==> src/rtl/four_floor_elevator_controller_unit_defines.svh <==
// ----------------------------------------------------------------------------
// Four-floor elevator controller: assertion macros
// Concurrent check helpers, compiled out when NO_ASSERTIONS is defined.
// ----------------------------------------------------------------------------
`ifndef FOUR_FLOOR_ELEVATOR_CONTROLLER_UNIT_DEFINES_SVH
`define FOUR_FLOOR_ELEVATOR_CONTROLLER_UNIT_DEFINES_SVH

`ifndef NO_ASSERTIONS
// same-cycle implication
`define FFEC_ASSERT_NOW(label, clk, rstn, ante, cons) \
    label: assert property (@(posedge clk) disable iff (!rstn) (ante) |-> (cons)) \
        else $error("ffec check failed");
// next-cycle implication
`define FFEC_ASSERT_NEXT(label, clk, rstn, ante, cons) \
    label: assert property (@(posedge clk) disable iff (!rstn) (ante) |=> (cons)) \
        else $error("ffec check failed");
`else
`define FFEC_ASSERT_NOW(label, clk, rstn, ante, cons)
`define FFEC_ASSERT_NEXT(label, clk, rstn, ante, cons)
`endif

`endif

==> src/rtl/ffec_pkg.sv <==
// ----------------------------------------------------------------------------
// ffec_pkg
// Types and constants shared by the elevator controller modules.
// ----------------------------------------------------------------------------
`default_nettype none

package ffec_pkg;

    localparam int unsigned FLOORS = 4;

    localparam logic [7:0] PHASE_RESET = 8'h11;
    localparam logic [3:0] COIL_MASK   = 4'hF;
    localparam logic [7:0] SPF_RESET   = 8'd8;
    localparam logic [2:0] FLOOR_BOT   = 3'd1;
    localparam logic [2:0] FLOOR_TOP   = 3'(FLOORS);

    typedef enum logic [1:0] {
        HALT_RUN   = 2'd0,
        HALT_STOP  = 2'd1,
        HALT_ALARM = 2'd2
    } halt_t;

    // Controller state carried from tick to tick
    typedef struct packed {
        logic [2:0] current_floor;
        logic       going_up;
        logic       parked_here;
        logic [7:0] step_counter;
        logic [3:0] up_requests;
        logic [3:0] down_requests;
        logic [7:0] phase_pattern;
        halt_t      halt_mode;
        logic       await_start;
        logic       alarm_blink;
    } ffec_state_t;

    // One button scan tick
    typedef struct packed {
        logic       alarm_button;
        logic       stop_button;
        logic       start_button;
        logic [3:0] car_calls;
        logic [2:0] hall_down_calls;
        logic [2:0] hall_up_calls;
    } ffec_in_t;

    // One result per tick
    typedef struct packed {
        logic       alarm_lamp;
        logic       down_lamp;
        logic       up_lamp;
        logic [2:0] floor_display;
        logic [3:0] coil_drive;
    } ffec_out_t;

    localparam ffec_state_t STATE_RESET = '{
        current_floor: FLOOR_BOT,
        going_up:      1'b1,
        parked_here:   1'b0,
        step_counter:  8'd0,
        up_requests:   4'd0,
        down_requests: 4'd0,
        phase_pattern: PHASE_RESET,
        halt_mode:     HALT_RUN,
        await_start:   1'b0,
        alarm_blink:   1'b0
    };

    // Request bit of a floor (1..4)
    function automatic logic [3:0] floor_bit(input logic [2:0] f);
        return 4'(4'b0001 << 2'(f - 3'd1));
    endfunction

endpackage

`default_nettype wire

==> src/rtl/ffec_step.sv <==
// ----------------------------------------------------------------------------
// ffec_step
// Next-state and result logic for one scan tick: motor step and floor
// arrival, hall call latching, car call and button handling.
// ----------------------------------------------------------------------------
`default_nettype none

module ffec_step (
    input  wire ffec_pkg::ffec_state_t state_i,
    input  wire ffec_pkg::ffec_in_t    item_i,
    input  wire logic [7:0]            spf_i,
    output ffec_pkg::ffec_state_t      state_o,
    output ffec_pkg::ffec_out_t        result_o
);
    import ffec_pkg::*;

    ffec_state_t st;
    logic [3:0]  coil;
    logic        stepped;
    logic        hold;
    logic        car_hit;
    logic        found;
    logic [7:0]  limit;
    logic [3:0]  u_snap;
    logic [3:0]  d_snap;
    logic [5:0]  hall_vec;
    logic [2:0]  hf;
    logic [2:0]  cf;
    logic [3:0]  req;
    logic [3:0]  above;
    logic [3:0]  below;

    always_comb begin
        st       = state_i;
        coil     = 4'd0;
        stepped  = 1'b0;
        hold     = 1'b0;
        car_hit  = 1'b0;
        found    = 1'b0;
        limit    = (spf_i == 8'd0) ? 8'd1 : spf_i;
        u_snap   = 4'd0;
        d_snap   = 4'd0;
        hall_vec = {item_i.hall_down_calls, item_i.hall_up_calls};
        hf       = 3'd0;
        cf       = 3'd0;
        req      = 4'd0;
        above    = 4'd0;
        below    = 4'd0;

        if (st.halt_mode != HALT_RUN) begin
            // halted: only start is looked at
            if (item_i.start_button) begin
                st.halt_mode   = HALT_RUN;
                st.await_start = 1'b0;
                st.alarm_blink = 1'b0;
            end else if (st.halt_mode == HALT_ALARM) begin
                st.alarm_blink = ~st.alarm_blink;
            end
        end else begin
            // motor step
            if (!st.await_start && !st.parked_here &&
                (((st.up_requests & 4'h7) | (st.down_requests & 4'hE)) != 4'd0)) begin
                if (st.going_up && st.current_floor >= FLOOR_TOP) begin
                    st.going_up = 1'b0;
                end else if (!st.going_up && st.current_floor <= FLOOR_BOT) begin
                    st.going_up = 1'b1;
                end
                st.step_counter = st.step_counter + 8'd1;
                if (st.step_counter >= limit) begin
                    st.step_counter = 8'd0;
                    u_snap = st.up_requests;
                    d_snap = st.down_requests;
                    // floor arrival: stop-or-pass rules per floor
                    if (st.going_up) begin
                        st.current_floor = st.current_floor + 3'd1;
                        if (st.current_floor == 3'd2) begin
                            if (u_snap[1]) begin
                                st.up_requests[1] = 1'b0;
                                st.going_up = 1'b1;
                                st.parked_here = 1'b1;
                            end else if (d_snap[1] && !u_snap[2] && !(d_snap[2] | d_snap[3])) begin
                                st.down_requests[1] = 1'b0;
                                st.going_up = 1'b0;
                                st.parked_here = 1'b1;
                            end
                            hold = st.parked_here;
                        end else if (st.current_floor == 3'd3) begin
                            if (u_snap[2]) begin
                                st.up_requests[2] = 1'b0;
                                st.going_up = 1'b1;
                                st.parked_here = 1'b1;
                            end else if (d_snap[2] && !d_snap[3]) begin
                                st.down_requests[2] = 1'b0;
                                st.going_up = 1'b0;
                                st.parked_here = 1'b1;
                            end
                            hold = st.parked_here;
                        end else begin
                            if (d_snap[3]) begin
                                st.down_requests[3] = 1'b0;
                                st.going_up = 1'b0;
                                st.parked_here = 1'b1;
                            end
                            hold = 1'b1;
                        end
                    end else begin
                        st.current_floor = st.current_floor - 3'd1;
                        if (st.current_floor == 3'd1) begin
                            if (u_snap[0]) begin
                                st.up_requests[0] = 1'b0;
                                st.going_up = 1'b1;
                                st.parked_here = 1'b1;
                            end
                            hold = 1'b1;
                        end else if (st.current_floor == 3'd2) begin
                            if (d_snap[1]) begin
                                st.down_requests[1] = 1'b0;
                                st.going_up = 1'b0;
                                st.parked_here = 1'b1;
                            end else if (u_snap[1] && !u_snap[0]) begin
                                st.up_requests[1] = 1'b0;
                                st.going_up = 1'b1;
                                st.parked_here = 1'b1;
                            end
                            hold = st.parked_here;
                        end else begin
                            if (d_snap[2]) begin
                                st.down_requests[2] = 1'b0;
                                st.going_up = 1'b0;
                                st.parked_here = 1'b1;
                            end else if (!(u_snap[0] | u_snap[1]) && !d_snap[1] && u_snap[2]) begin
                                st.up_requests[2] = 1'b0;
                                st.going_up = 1'b1;
                                st.parked_here = 1'b1;
                            end
                            hold = st.parked_here;
                        end
                    end
                end
                if (!hold) begin
                    coil = st.phase_pattern[3:0] & COIL_MASK;
                    if (st.going_up) begin
                        st.phase_pattern = {st.phase_pattern[6:0], st.phase_pattern[7]};
                    end else begin
                        st.phase_pattern = {st.phase_pattern[0], st.phase_pattern[7:1]};
                    end
                    stepped = 1'b1;
                end
            end

            // hall scan: up buttons floors 1..3, then down buttons floors 2..4
            for (int i = 0; i < 6; i++) begin
                if (hall_vec[i]) begin
                    hf = (i < 3) ? 3'(i + 1) : 3'(i - 1);
                    if (i < 3) begin
                        st.up_requests = st.up_requests | floor_bit(hf);
                    end else begin
                        st.down_requests = st.down_requests | floor_bit(hf);
                    end
                    if (st.parked_here) begin
                        if (st.current_floor > hf) begin
                            st.going_up = 1'b0;
                            st.parked_here = 1'b0;
                        end else if (st.current_floor < hf) begin
                            st.going_up = 1'b1;
                            st.parked_here = 1'b0;
                        end
                    end
                    if (st.current_floor == hf) begin
                        st.parked_here = 1'b1;
                    end
                end
            end

            // car scan, lowest floor button first
            priority if (item_i.car_calls != 4'd0) begin
                car_hit = 1'b1;
                priority if (item_i.car_calls[0]) cf = 3'd1;
                else if (item_i.car_calls[1])     cf = 3'd2;
                else if (item_i.car_calls[2])     cf = 3'd3;
                else                              cf = 3'd4;
                if (cf > st.current_floor) begin
                    if (cf == FLOOR_TOP) st.down_requests = st.down_requests | floor_bit(cf);
                    else                 st.up_requests   = st.up_requests | floor_bit(cf);
                    st.parked_here = 1'b0;
                end else if (cf < st.current_floor) begin
                    if (cf == FLOOR_BOT) st.up_requests   = st.up_requests | floor_bit(cf);
                    else                 st.down_requests = st.down_requests | floor_bit(cf);
                    st.parked_here = 1'b0;
                end else begin
                    st.parked_here = 1'b1;
                end
            end else if (item_i.start_button) begin
                st.parked_here = 1'b0;
            end else if (item_i.stop_button) begin
                st.halt_mode = HALT_STOP;
            end else if (item_i.alarm_button) begin
                st.halt_mode   = HALT_ALARM;
                st.alarm_blink = 1'b1;
            end else begin
                // reverse when nothing lies ahead
                req   = st.up_requests | st.down_requests;
                above = req & 4'(4'hF << st.current_floor);
                below = req & ~4'(4'hF << 2'(st.current_floor - 3'd1));
                if (st.going_up) begin
                    if (above != 4'd0) found = 1'b1;
                    else               st.going_up = 1'b0;
                end
                if (!st.going_up) begin
                    if (below != 4'd0) found = 1'b1;
                    if (!found)        st.going_up = 1'b1;
                end
            end

            if (car_hit && !st.await_start && !stepped) st.await_start = 1'b1;
            if (st.await_start && item_i.start_button)  st.await_start = 1'b0;
            if (st.halt_mode != HALT_RUN)              coil = 4'd0;
        end
    end

    assign state_o                = st;
    assign result_o.coil_drive    = coil;
    assign result_o.floor_display = st.current_floor;
    assign result_o.up_lamp       = (st.halt_mode == HALT_STOP) ? 1'b0 : st.going_up;
    assign result_o.down_lamp     = (st.halt_mode == HALT_STOP) ? 1'b0 : ~st.going_up;
    assign result_o.alarm_lamp    = st.alarm_blink;

endmodule

`default_nettype wire

==> src/rtl/four_floor_elevator_controller_unit.sv <==
// ----------------------------------------------------------------------------
// four_floor_elevator_controller_unit
// An input transfer passes the input register, then the result register.
// Throughput: one scan tick per cycle while the result side is not stalled by
// m_tready; the state update through ffec_step is combinational.
// Reset (aresetn low, synchronous): car at floor one heading up, no requests,
// phase 0x11, running, steps_per_floor 8, both stages empty.
// ----------------------------------------------------------------------------
`default_nettype none
`include "four_floor_elevator_controller_unit_defines.svh"

module four_floor_elevator_controller_unit (
    input  wire         aclk,
    input  wire         aresetn,
    // configuration: steps_per_floor
    input  wire         cfg_valid,
    output logic        cfg_ready,
    input  wire  [7:0]  cfg_data,
    // input: [2:0] hall_up_calls, [5:3] hall_down_calls, [9:6] car_calls,
    //        [10] start_button, [11] stop_button, [12] alarm_button
    input  wire         s_tvalid,
    output logic        s_tready,
    input  wire  [15:0] s_tdata,
    // result: [3:0] coil_drive, [6:4] floor_display, [7] up_lamp,
    //         [8] down_lamp, [9] alarm_lamp
    output logic        m_tvalid,
    input  wire         m_tready,
    output logic [15:0] m_tdata
);
    import ffec_pkg::*;

    logic [7:0]  spf_reg;
    logic        in_valid_reg;
    ffec_in_t    in_item_reg;
    logic        out_valid_reg;
    ffec_out_t   out_item_reg;
    ffec_state_t state_reg;
    ffec_state_t state_next;
    ffec_out_t   result_next;
    logic        advance;

    // stage hand-off
    assign advance   = in_valid_reg && (!out_valid_reg || m_tready);
    assign s_tready  = !in_valid_reg || advance;
    assign cfg_ready = 1'b1;

    ffec_step u_step (
        .state_i  (state_reg),
        .item_i   (in_item_reg),
        .spf_i    (spf_reg),
        .state_o  (state_next),
        .result_o (result_next)
    );

    // configuration register
    always_ff @(posedge aclk) begin
        if (!aresetn) begin
            spf_reg <= SPF_RESET;
        end else if (cfg_valid && cfg_ready) begin
            spf_reg <= cfg_data;
        end
    end

    // input register
    always_ff @(posedge aclk) begin
        if (!aresetn) begin
            in_valid_reg <= 1'b0;
        end else if (s_tready) begin
            in_valid_reg <= s_tvalid;
        end
    end

    always_ff @(posedge aclk) begin
        if (s_tready && s_tvalid) begin
            in_item_reg <= ffec_in_t'(s_tdata[12:0]);
        end
    end

    // controller state and result register
    always_ff @(posedge aclk) begin
        if (!aresetn) begin
            state_reg     <= STATE_RESET;
            out_valid_reg <= 1'b0;
        end else if (advance) begin
            state_reg     <= state_next;
            out_valid_reg <= 1'b1;
        end else if (m_tready) begin
            out_valid_reg <= 1'b0;
        end
    end

    always_ff @(posedge aclk) begin
        if (advance) begin
            out_item_reg <= result_next;
        end
    end

    assign m_tvalid = out_valid_reg;
    assign m_tdata  = {6'd0, out_item_reg};

    // checks
    `FFEC_ASSERT_NOW(a_floor_range, aclk, aresetn, 1'b1,
        state_reg.current_floor >= FLOOR_BOT && state_reg.current_floor <= FLOOR_TOP)
    `FFEC_ASSERT_NOW(a_phase_pair, aclk, aresetn, 1'b1,
        $countones(state_reg.phase_pattern) == 2)
    `FFEC_ASSERT_NOW(a_coil_only_running, aclk, aresetn,
        out_valid_reg && out_item_reg.coil_drive != 4'd0, state_reg.halt_mode == HALT_RUN)
    `FFEC_ASSERT_NEXT(a_input_held, aclk, aresetn, in_valid_reg && !advance,
        in_valid_reg && $stable(in_item_reg) && $stable(state_reg))

endmodule

`default_nettype wire
==> config.mk <==
export PLATFORM = sky130hd
export DESIGN_NAME = four_floor_elevator_controller_unit
export DESIGN_NICKNAME = d
export VERILOG_FILES = /design/src/rtl/ffec_pkg.sv /design/src/rtl/ffec_step.sv /design/src/rtl/four_floor_elevator_controller_unit.sv
export VERILOG_INCLUDE_DIRS = /design/src /design/src/rtl
export SDC_FILE = /design/constraint.sdc
export NUM_CORES = 1
export LEC_CHECK = 0
export BUFFER_PORTS_ARGS = -buffer_cell sky130_fd_sc_hd__clkbuf_2
export CAP_MARGIN = 30
export CORE_ASPECT_RATIO = 1.4
export CORE_UTILIZATION = 25
export CTS_CLUSTER_DIAMETER = 100
export CTS_CLUSTER_SIZE = 8
export DETAILED_ROUTE_END_ITERATION = 7
export PLACE_DENSITY = 0.49
export SLEW_MARGIN = 20
export SYNTH_ARGS = -nofsm -noshare
export SYNTH_HDL_FRONTEND = slang
export SYNTH_HIERARCHICAL = 1
export SYNTH_SLANG_ARGS = --single-unit
==> constraint.sdc <==
create_clock -name aclk -period 4.3 [get_ports aclk]
set_input_delay 0.645 -clock aclk [delete_from_list [all_inputs] [get_ports aclk]]
set_output_delay 0.645 -clock aclk [all_outputs]
set_load 0.05 [all_outputs]
==> impl_metrics.toml, run 1 <==
[setup_path]
critPathMaxFanout = 9
crit_start = "state_reg[20]"
path_cells = "and3_4, and3_4, and3_4, xor2_2, ha_1, nand4_1, o31a_1, buf_6, o41a_1, o211ai_1, a31oi_1, o32a_1, or4b_4, a41oi_2"
crit_buf_inv = 1
start_kind = "flop"
critPathTopFamily = "compound AO/OA/AOI/OAI gates"
end_kind = "flop"
crit_type = "reg2reg"
max_stage_delay_ns = 0.56
cp_slowest_cell = "or4b_4"
timing.rr.start = "state_reg[20]"
worstPathRequired_ns = 4.48
arrival_ns = 4.46
crit_top_cell = "and3_4"

[clock_network]
htreeDepth = 3
root_buffer = "clkbuf_16"
numClockSinks = 66
clkLatencyLatePin_ns = 0.34
cts_hold_buffers = 0
cts_tree = "yes"
cts_buffer_depth = 2
clkTransAtPathRegs_ns = 0.06
cts_buffers = 9

[placed_design]
dp_hpwl_microns = 10900
gp_congestion = 0.882
dpl-instance-area_sq_um = 5860
portBuffers = 37
dp_cells = 932

[global_route]
grtUsageMet1_pct = 16.5
gr-max-usage-layer = "met2"
grt_overflow = 0
antenna_found_initial = 0
grt_max_degree = 40
grt_use_met3_pct = 2.65
grt_pass1_vias = 4567
grtUsageMet2_pct = 24.6
grt_use_total_pct = 14.4
grt_first_pass_wirelength_microns = 23300

[power]
ir_worst_vdd_v = 0.000186
power.leakage_uw = 0.00256
power_density_nw_per_um2 = 297

[sta]
fmax_ghz = 0.234
fin_crit_ns = 4.28
tightest_slew_ns = 0.841
fin_skew_ns = 0.00730
setup-violations-final = 0
hold_slack_ns = 0.471
slew_violations = 0
rsz0062_at_grt = "yes"
finalHoldViolations = 0
maxSlewHeadroom_pct = 43.9
finalCritPeriodShare_pct = 99.6

[route]
drtPass1Iterations = 5
wl_microns = 14900
via_count = 4819
ant_nets = 0
drt_iter0_markers = 259
drc_errors = 0
via_per_inst = 5.00
routedWlPerCell_microns = 15.5

[final_layout]
syn_to_final_growth_pct = 27.1
final_nets = 756
largest_reg_flops = 33
finalNonFillerCells = 963
fin_area_sq_um = 6520
antenna_cells = 0
drive_gt1_share_pct = 26.6

[job]
max_cap_viol_count = 0

[yosys]
postSynthAreaPerCell_sq_um = 8.29
syn_inst = 618
yosysTopAreaCell = "dfxtp_1"
synth_top_area_share_pct = 16.8
synth_area_sq_um = 5130
seq_area_frac_synth_pct = 30.3
yosys-top-cells-area = "dfxtp_1 (17%), edfxtp_1 (13%), mux2i_1 (9.2%)"
ys_seq_elements = 66
yosysWarningCount = 6
synth-edff-count = 23
synth_commonest_cells = "nand2_1 (101), mux2i_1 (47), dfxtp_1 (43), nor2_1 (43), o21ai_0 (39)"
ys_types = 86
synthArstFlopShare_pct = 0
synth.most_common_cell = "nand2_1"
ys.flop_type = "dfxtp_1"

[floorplanning]
die_y_microns = 171
die-area_sq_um = 21100
start_util_pct = 25.6
rows = 61
die_width_microns = 123
core-area_sq_um = 20000
ios = 48

[hold_path]
hp-start = "s_tdata[1]"
hp-class = "in2reg"

[status]
status = "finished clean"
## cell usage in the layout, fill, tap and decap left out, types with 4 or more instances in the layout
cell type,synthesis,final
o21a_1,4,4
nand4_1,4,4
conb_1,2,7
o211ai_1,4,4
or3_1,4,4
nor2_1,43,42
clkbuf_16,0,11
a21oi_2,1,4
ha_1,21,18
nand3_1,15,14
mux2i_1,47,47
edfxtp_1,23,23
o31ai_1,7,7
nand2_1,101,100
clkbuf_2,1,37
o311ai_1,3,4
dfxtp_1,43,41
buf_4,13,78
xnor2_1,6,5
inv_1,33,31
and2_1,7,6
nor2b_1,11,11
a21oi_1,27,24
a211oi_1,8,5
a31oi_1,9,9
nand2b_1,5,5
nor3_1,11,9
a2111oi_0,5,4
o21ai_0,39,35
## logic make-up (layout without fill, tap and decap cells)
family / after synthesis / in the layout / share of synthesized area [%]
buffers and inverters: 80 / 168 / 8.35
multiplexers: 49 / 49 / 9.84
AND/OR/NAND/NOR: 232 / 232 / 21.9
AO/OA/AOI/OAI: 158 / 158 / 22.5
other: 2 / 7 / 0.147
flip-flops: 66 / 66 / 30.3
adder cells (fa/ha/maj): 21 / 21 / 5.13
XOR/XNOR: 10 / 10 / 1.86
## what timing repair did
| item | in CTS | in global routing |
|---|---|---|
| pin swaps | 6 | 26 |
| setup buffers | 6 | 10 |
| gates resized for setup | 12 | 42 |
| cloned | 0 | 0 |
| setup endpoints to repair | 5 | 8 |
## layer usage
layer	vias to the layer above	routed length (microns)
li1	2410	-
met1	2235	6470
met2	135	7170
met3	39	626
met4	0	656
met5	-	0
## cell type report
type                            instances  area, sq um
Clock inverter                          1         3.75
Timing Repair Buffer                  118          813
Multi-Input combinational cell        477         3400
Fill cell                            2118        13500
Clock buffer                           15          300
Sequential cell                        66         1560
Inverter                               34          128
Tap cell                              252          315
## worst paths after layout
| kind | to | slack (ns) | cells after the start |
|---|---|---|---|
| max | m_tdata[8] | 0.02 | 14 |
| min reg2reg | state_reg[12] | 0.48 | 2 |
| min | in_item_reg[1] | 0.47 | 1 |
| max reg2reg | m_tdata[8] | 0.02 | 14 |
## power by group
part           leakage (uW)  internal (uW)  switching [uW]
clock              0.000148            475             282
combinational       0.00184            179             280
sequential         0.000574            682            38.6
total               0.00256           1340             600
## metrics by stage
| step | setup TNS (ns) | worst slack, ns | utilization (%) | power [uW] |
|---|---|---|---|---|
| floorplan | 0 | 0.00488 | - | 1050 |
| global placement | -0.462 | -0.184 | 29.3 | 1160 |
| detailed placement | -0.469 | -0.191 | 29.3 | 1160 |
| CTS | 0 | 0.0244 | 31.2 | 1930 |
| global route | -0.206 | -0.0878 | 32.6 | 2040 |
| finish | 0 | 0.0182 | 32.6 | 1940 |
Power figures use the tool's default switching activity.
==> run 2: changes to the inputs <==
--- a/config.mk
+++ b/config.mk
@@ -13,7 +13,7 @@
 export CTS_CLUSTER_DIAMETER = 100
 export CTS_CLUSTER_SIZE = 8
 export DETAILED_ROUTE_END_ITERATION = 7
-export PLACE_DENSITY = 0.49
+export PLACE_DENSITY = 0.47
 export SLEW_MARGIN = 20
 export SYNTH_ARGS = -nofsm -noshare
 export SYNTH_HDL_FRONTEND = slang
==> constraint.sdc (replaced) <==
create_clock -name aclk -period 4.7 [get_ports aclk]
set_input_delay 0.705 -clock aclk [delete_from_list [all_inputs] [get_ports aclk]]
set_output_delay 0.705 -clock aclk [all_outputs]
set_load 0.05 [all_outputs]
==> run 2 against run 1 <==
Compared with the run above:
- sequential power shrank 8.2%
- clock-buffer cell count shrank 3
- maximum frequency shrank 5.7%
- critical path depth is the same
- die area is the same
- setup slack gained 0.14 ns
- clock power grew 3%
- non-clock buffer count shrank 46
==> impl_metrics.toml, run 2 (same netlist as run 1, synthesis figures left out) <==
[final_layout]
syn_to_final_growth_pct = 17.0
largest_reg_flops = 33
final_nets = 710
mostFrequentLayoutCell = "nand2_1"
final_cell_mix = "nand2_1 (101), mux2i_1 (47), dfxtp_1 (43)"
antenna_cells = 0
fillers = 2152
drive_gt1_share_pct = 17.9

[clock_network]
cts_tree = "yes"
cts_buffer_depth = 2
clkTransAtPathRegs_ns = 0.06
numClockSinks = 66
cts_buffers = 9
root_buffer = "clkbuf_16"
cts_hold_buffers = 0
clkLatencyLatePin_ns = 0.35
htreeDepth = 3

[global_route]
antenna_found_initial = 0
grt_first_pass_wirelength_microns = 23900
grt_max_degree = 73
grt_overflow = 0
grt_pass1_vias = 4551
grt_use_total_pct = 14.8

[sta]
hold_slack_ns = 0.474
tns_ns = 0
fin_crit_ns = 4.54
slew_violations = 0
fmax_ghz = 0.220
rsz0062_at_grt = "no"
setup-violations-final = 0
finalCritPeriodShare_pct = 96.6
fin_skew_ns = 0.00840
maxSlewHeadroom_pct = 42.8
finalHoldViolations = 0
tightest_slew_ns = 0.858

[floorplanning]
die_width_microns = 123
die_y_microns = 171
start_util_pct = 25.6
core-area_sq_um = 20000
ios = 48
rows = 61
die-area_sq_um = 21100

[route]
routedWlPerCell_microns = 15.9
ant_nets = 0
wl_microns = 14600
drtPass1Iterations = 5
via_count = 4684
drt_iter0_markers = 274
via_per_inst = 5.11
drc_errors = 0

[power]
switching_share_pct = 30.8
p_clk_share_pct = 42.5
power.leakage_uw = 0.00229
seq_power_share_pct = 36.3
power_density_nw_per_um2 = 304
p_sw_uw = 563
power_frac_comb_pct = 21.2
ir_worst_vdd_v = 0.000156
p_int_uw = 1260

[setup_path]
crit_buf_inv = 1
cp_slowest_cell = "or4b_1"
critPathTopFamily = "compound AO/OA/AOI/OAI gates"
crit_type = "reg2reg"
critPathMaxFanout = 12
worstPathRequired_ns = 4.90
crit_top_cell = "and3_1"
path_cells = "and3_1, and3_1, and3_1, xor2_2, ha_1, nand4_1, o31a_1, buf_4, o41a_1, o211ai_1, a31oi_1, o32a_1, or4b_1, a41oi_2"
timing.rr.start = "state_reg[21]"
end_kind = "flop"
arrival_ns = 4.74
max_stage_delay_ns = 0.56
start_kind = "flop"
crit_start = "state_reg[21]"

[hold_path]
hp-start = "state_reg[19]"
hp-class = "reg2reg"

[placed_design]
portBuffers = 37
gp_congestion = 0.852
dp_hpwl_microns = 10700

[job]
max_cap_viol_count = 0

[status]
status = "finished clean"
==> run 2: changes by cell type in the layout (fill, tap and decap cells not counted), moves of 3 or more <==
cell,before,now
and3_1,2,5
and3_4,3,0
o21ai_0,35,38
o21ai_2,3,0
buf_4,78,35
==> run 2: per-layer routing <==
layer | share of wire [%] | global-route usage [%]
met1 | 45 | 17.9
met2 | 49 | 25.2
met3 | 3.2 | 2.19
met4 | 3.1 | 7.18
met5 | 0 | 0
==> run 2: path summary, 6_finish.rpt <==
kind                   end  slack (ns)  depth (start not counted)
max             m_tdata[8]        0.16                         14
min          state_reg[19]        0.47                          2
max reg2reg     m_tdata[8]        0.16                         14
min reg2reg  state_reg[19]        0.47                          2
==> run 2: stage by stage <==
| step | util, % | setup WS, ns | total power, uW | cells | cell area, sq um |
|---|---|---|---|---|---|
| final | 30.0 | 0.161 | 1820 | 917 | 6000 |
| after CTS | 29.7 | 0.00504 | 1830 | 917 | 5950 |
| after detailed placement | 28.0 | 0.0225 | 1050 | 900 | 5600 |
| after floorplan | - | 0.175 | 957 | 623 | 5140 |
| after global routing | 30.0 | 0.00573 | 1910 | 917 | 6000 |
| after global placement | 28.0 | 0.0441 | 1050 | 900 | 5600 |
==> run 2: repair_timing <==
action                     CTS  global route
pin swaps                    1             2
setup buffers                1             0
setup endpoints to repair    1             6
gates cloned                 0             0
resized for setup            1            15
==> run 2: worst reg2reg max path, delay by kind of cell, from the launching register on <==
kind	cells	cell delay [ns]
AOI/OAI and AO/OA	6	2.09
adders and majority gates	1	0.30
xor gates and xnor gates	1	0.15
DFF	1	0.32
and+or+nand+nor	5	1.32
buffers and inverters	1	0.22
==> run 2: cell type report <==
| class | instances | area, sq um | share of cell area (%) |
|---|---|---|---|
| Inverter | 34 | 128 | 2.13 |
| Clock inverter | 4 | 72.6 | 1.21 |
| Tap cell | 252 | 315 | 5.26 |
| Timing Repair Buffer | 72 | 448 | 7.47 |
| Clock buffer | 12 | 256 | 4.28 |
| Sequential cell | 66 | 1550 | 25.9 |
| Multi-Input combinational cell | 477 | 3230 | 53.8 |
==> run 2: power groups by stage <==
stage	clock [uW]	combinational [uW]	sequential [uW]
floorplan	0	283	674
global placement	0	376	675
detailed placement	0	376	674
CTS	790	380	662
global route	812	431	667
finish	776	386	662
==> run 3: changes to the inputs <==
--- a/config.mk
+++ b/config.mk
@@ -14,6 +14,7 @@
 export CTS_CLUSTER_SIZE = 8
 export DETAILED_ROUTE_END_ITERATION = 7
 export PLACE_DENSITY = 0.47
+export REMOVE_ABC_BUFFERS = 1
 export SLEW_MARGIN = 20
 export SYNTH_ARGS = -nofsm -noshare
 export SYNTH_HDL_FRONTEND = slang
==> run 3 against run 2 <==
Compared with the run above:
- sequential power is essentially flat
- non-clock buffer count grew 6
- die area is the same
- critical path type unchanged
- critical endpoint is now state_reg[29]
- largest cell class unchanged
- largest power group is now registers
- highest routed layer unchanged
==> impl_metrics.toml, run 3 (same netlist as run 1, synthesis figures left out) <==
[route]
wl_microns = 14300
drt_iter0_markers = 260
drtPass1Iterations = 5
drc_errors = 0
via_per_inst = 5.03
via_count = 4641
ant_nets = 0
routedWlPerCell_microns = 15.5

[hold_path]
hold_depth = 2
hp-start = "state_reg[19]"
whs_endpoint = "state_reg[19]"
hp-class = "reg2reg"

[final_layout]
seq_area_sq_um = 1550
mostFrequentLayoutCell = "nand2_1"
fin_area_sq_um = 6010
largest_reg_flops = 33
final_cell_mix = "nand2_1 (101), mux2i_1 (47), nor2_1 (43)"
final_util_pct = 30.0
fillers = 2178
antenna_cells = 0
final_nets = 716
syn_to_final_growth_pct = 17.2
drive_gt1_share_pct = 18.9
multi_input_area_sq_um = 3230

[clock_network]
root_buffer = "clkbuf_16"
cts_hold_buffers = 0
cts_buffer_depth = 2
cts_tree = "yes"
cts_buffers = 9
clkTransAtPathRegs_ns = 0.06
clkLatencyLatePin_ns = 0.34
htreeDepth = 3
numClockSinks = 66

[floorplanning]
die_width_microns = 123
core-area_sq_um = 20000
die-area_sq_um = 21100
start_util_pct = 25.6
ios = 48
rows = 61
die_y_microns = 171

[global_route]
grt_pass1_vias = 4390
grt_overflow = 0
grt_max_degree = 47
antenna_found_initial = 0
grt_use_total_pct = 14.0
grt_first_pass_wirelength_microns = 22900

[sta]
rsz0062_at_grt = "no"
setup-violations-final = 0
hold_slack_ns = 0.479
fin_crit_ns = 4.47
maxSlewHeadroom_pct = 44.3
tns_ns = 0
tightest_slew_ns = 0.836
fmax_ghz = 0.224
finalHoldViolations = 0
finalCritPeriodShare_pct = 95.0
slew_violations = 0
fin_skew_ns = 0.00765

[setup_path]
start_kind = "flop"
worstPathRequired_ns = 4.88
crit_type = "reg2reg"
r2r_setup_slack_ns = 0.23
r2r_end = "state_reg[29]"
timing.rr.start = "state_reg[20]"
r2r.worst_path.cells = 17
critPathMaxFanout = 15
end_kind = "flop"
arrival_ns = 4.64

[placed_design]
dp_hpwl_microns = 10800
portBuffers = 37
gp_congestion = 0.869
dpl-instance-area_sq_um = 5630

[power]
power_frac_comb_pct = 22.8
power_density_nw_per_um2 = 282
power.leakage_uw = 0.00230
p_int_uw = 1160
p_sw_uw = 540
switching_share_pct = 31.9
ir_worst_vdd_v = 0.000203
seq_power_share_pct = 39.0
p_clk_share_pct = 38.2

[job]
max_cap_viol_count = 0

[status]
status = "finished clean"
[run 3: cell count changes in the layout (fill, tap and decap cells not counted), sizes merged]
cell,previous run,this run
buf,35,41
bufinv,2,0
clkbuf,49,48
clkinv,1,2
clkinvlp,0,2
[run 3: what timing repair did]
action / 4_1_cts / 5_1_grt
endpoints found under the setup margin: 0 / 3
gates resized for setup: 0 / 15
buffers inserted: 0 / 3
[run 3: how the worst max path moves through the flow]
stage	from	endpoint	cells past startpoint
floorplan	state_reg[20]	m_tdata[8]	18
global placement	state_reg[20]	state_reg[29]	20
detailed placement	state_reg[20]	state_reg[29]	21
CTS	state_reg[20]	state_reg[29]	20
global route	state_reg[21]	state_reg[29]	23
finish	state_reg[20]	state_reg[29]	17
[run 3: area by class of cell]
type,instances,share of cell area (%)
Clock buffer,11,4.21
Clock inverter,5,0.604
Inverter,34,2.12
Multi-Input combinational cell,477,53.8
Sequential cell,66,25.8
Tap cell,252,5.25
Timing Repair Buffer,78,8.20
[run 3: critical path, stage by stage, from the launching register on]
cell      delay (ns)
dfxtp_2         0.34
and3_1          0.17
and3_1          0.19
and3_1          0.20
xor2_2          0.16
ha_1            0.31
nand4_1         0.16
o31a_1          0.44
buf_4           0.23
o41a_1          0.49
o211ai_1        0.32
a31oi_1         0.13
o32a_1          0.36
o311ai_1        0.38
a21oi_1         0.12
buf_4           0.15
inv_1           0.04
o311ai_0        0.12
[run 3: per-stage QoR]
step | setup slack [ns] | power (uW) | cells
4_1_cts | 0.0802 | 1720 | 920
2_1_floorplan | 0.0606 | 922 | 577
3_5_place_dp | 0.117 | 1050 | 904
6_report | 0.233 | 1700 | 923
3_3_place_gp | 0.123 | 1050 | 904
5_1_grt | 0.000922 | 1790 | 923
[run 3: power by group through the flow]
stage	registers, uW	clock network (uW)	logic [uW]
after detailed placement	673	0	381
after CTS	661	673	383
after global placement	673	0	381
after floorplan	680	0	242
after global routing	665	695	427
final	661	648	388
[run 3: metal layers]
layer | wire, microns | vias to the layer above | GRT usage (%)
li1 | - | 2332 | -
met1 | 6120 | 2175 | 16.3
met2 | 7320 | 111 | 25.0
met3 | 489 | 23 | 2.88
met4 | 347 | 0 | 4.61
met5 | 0 | - | 0
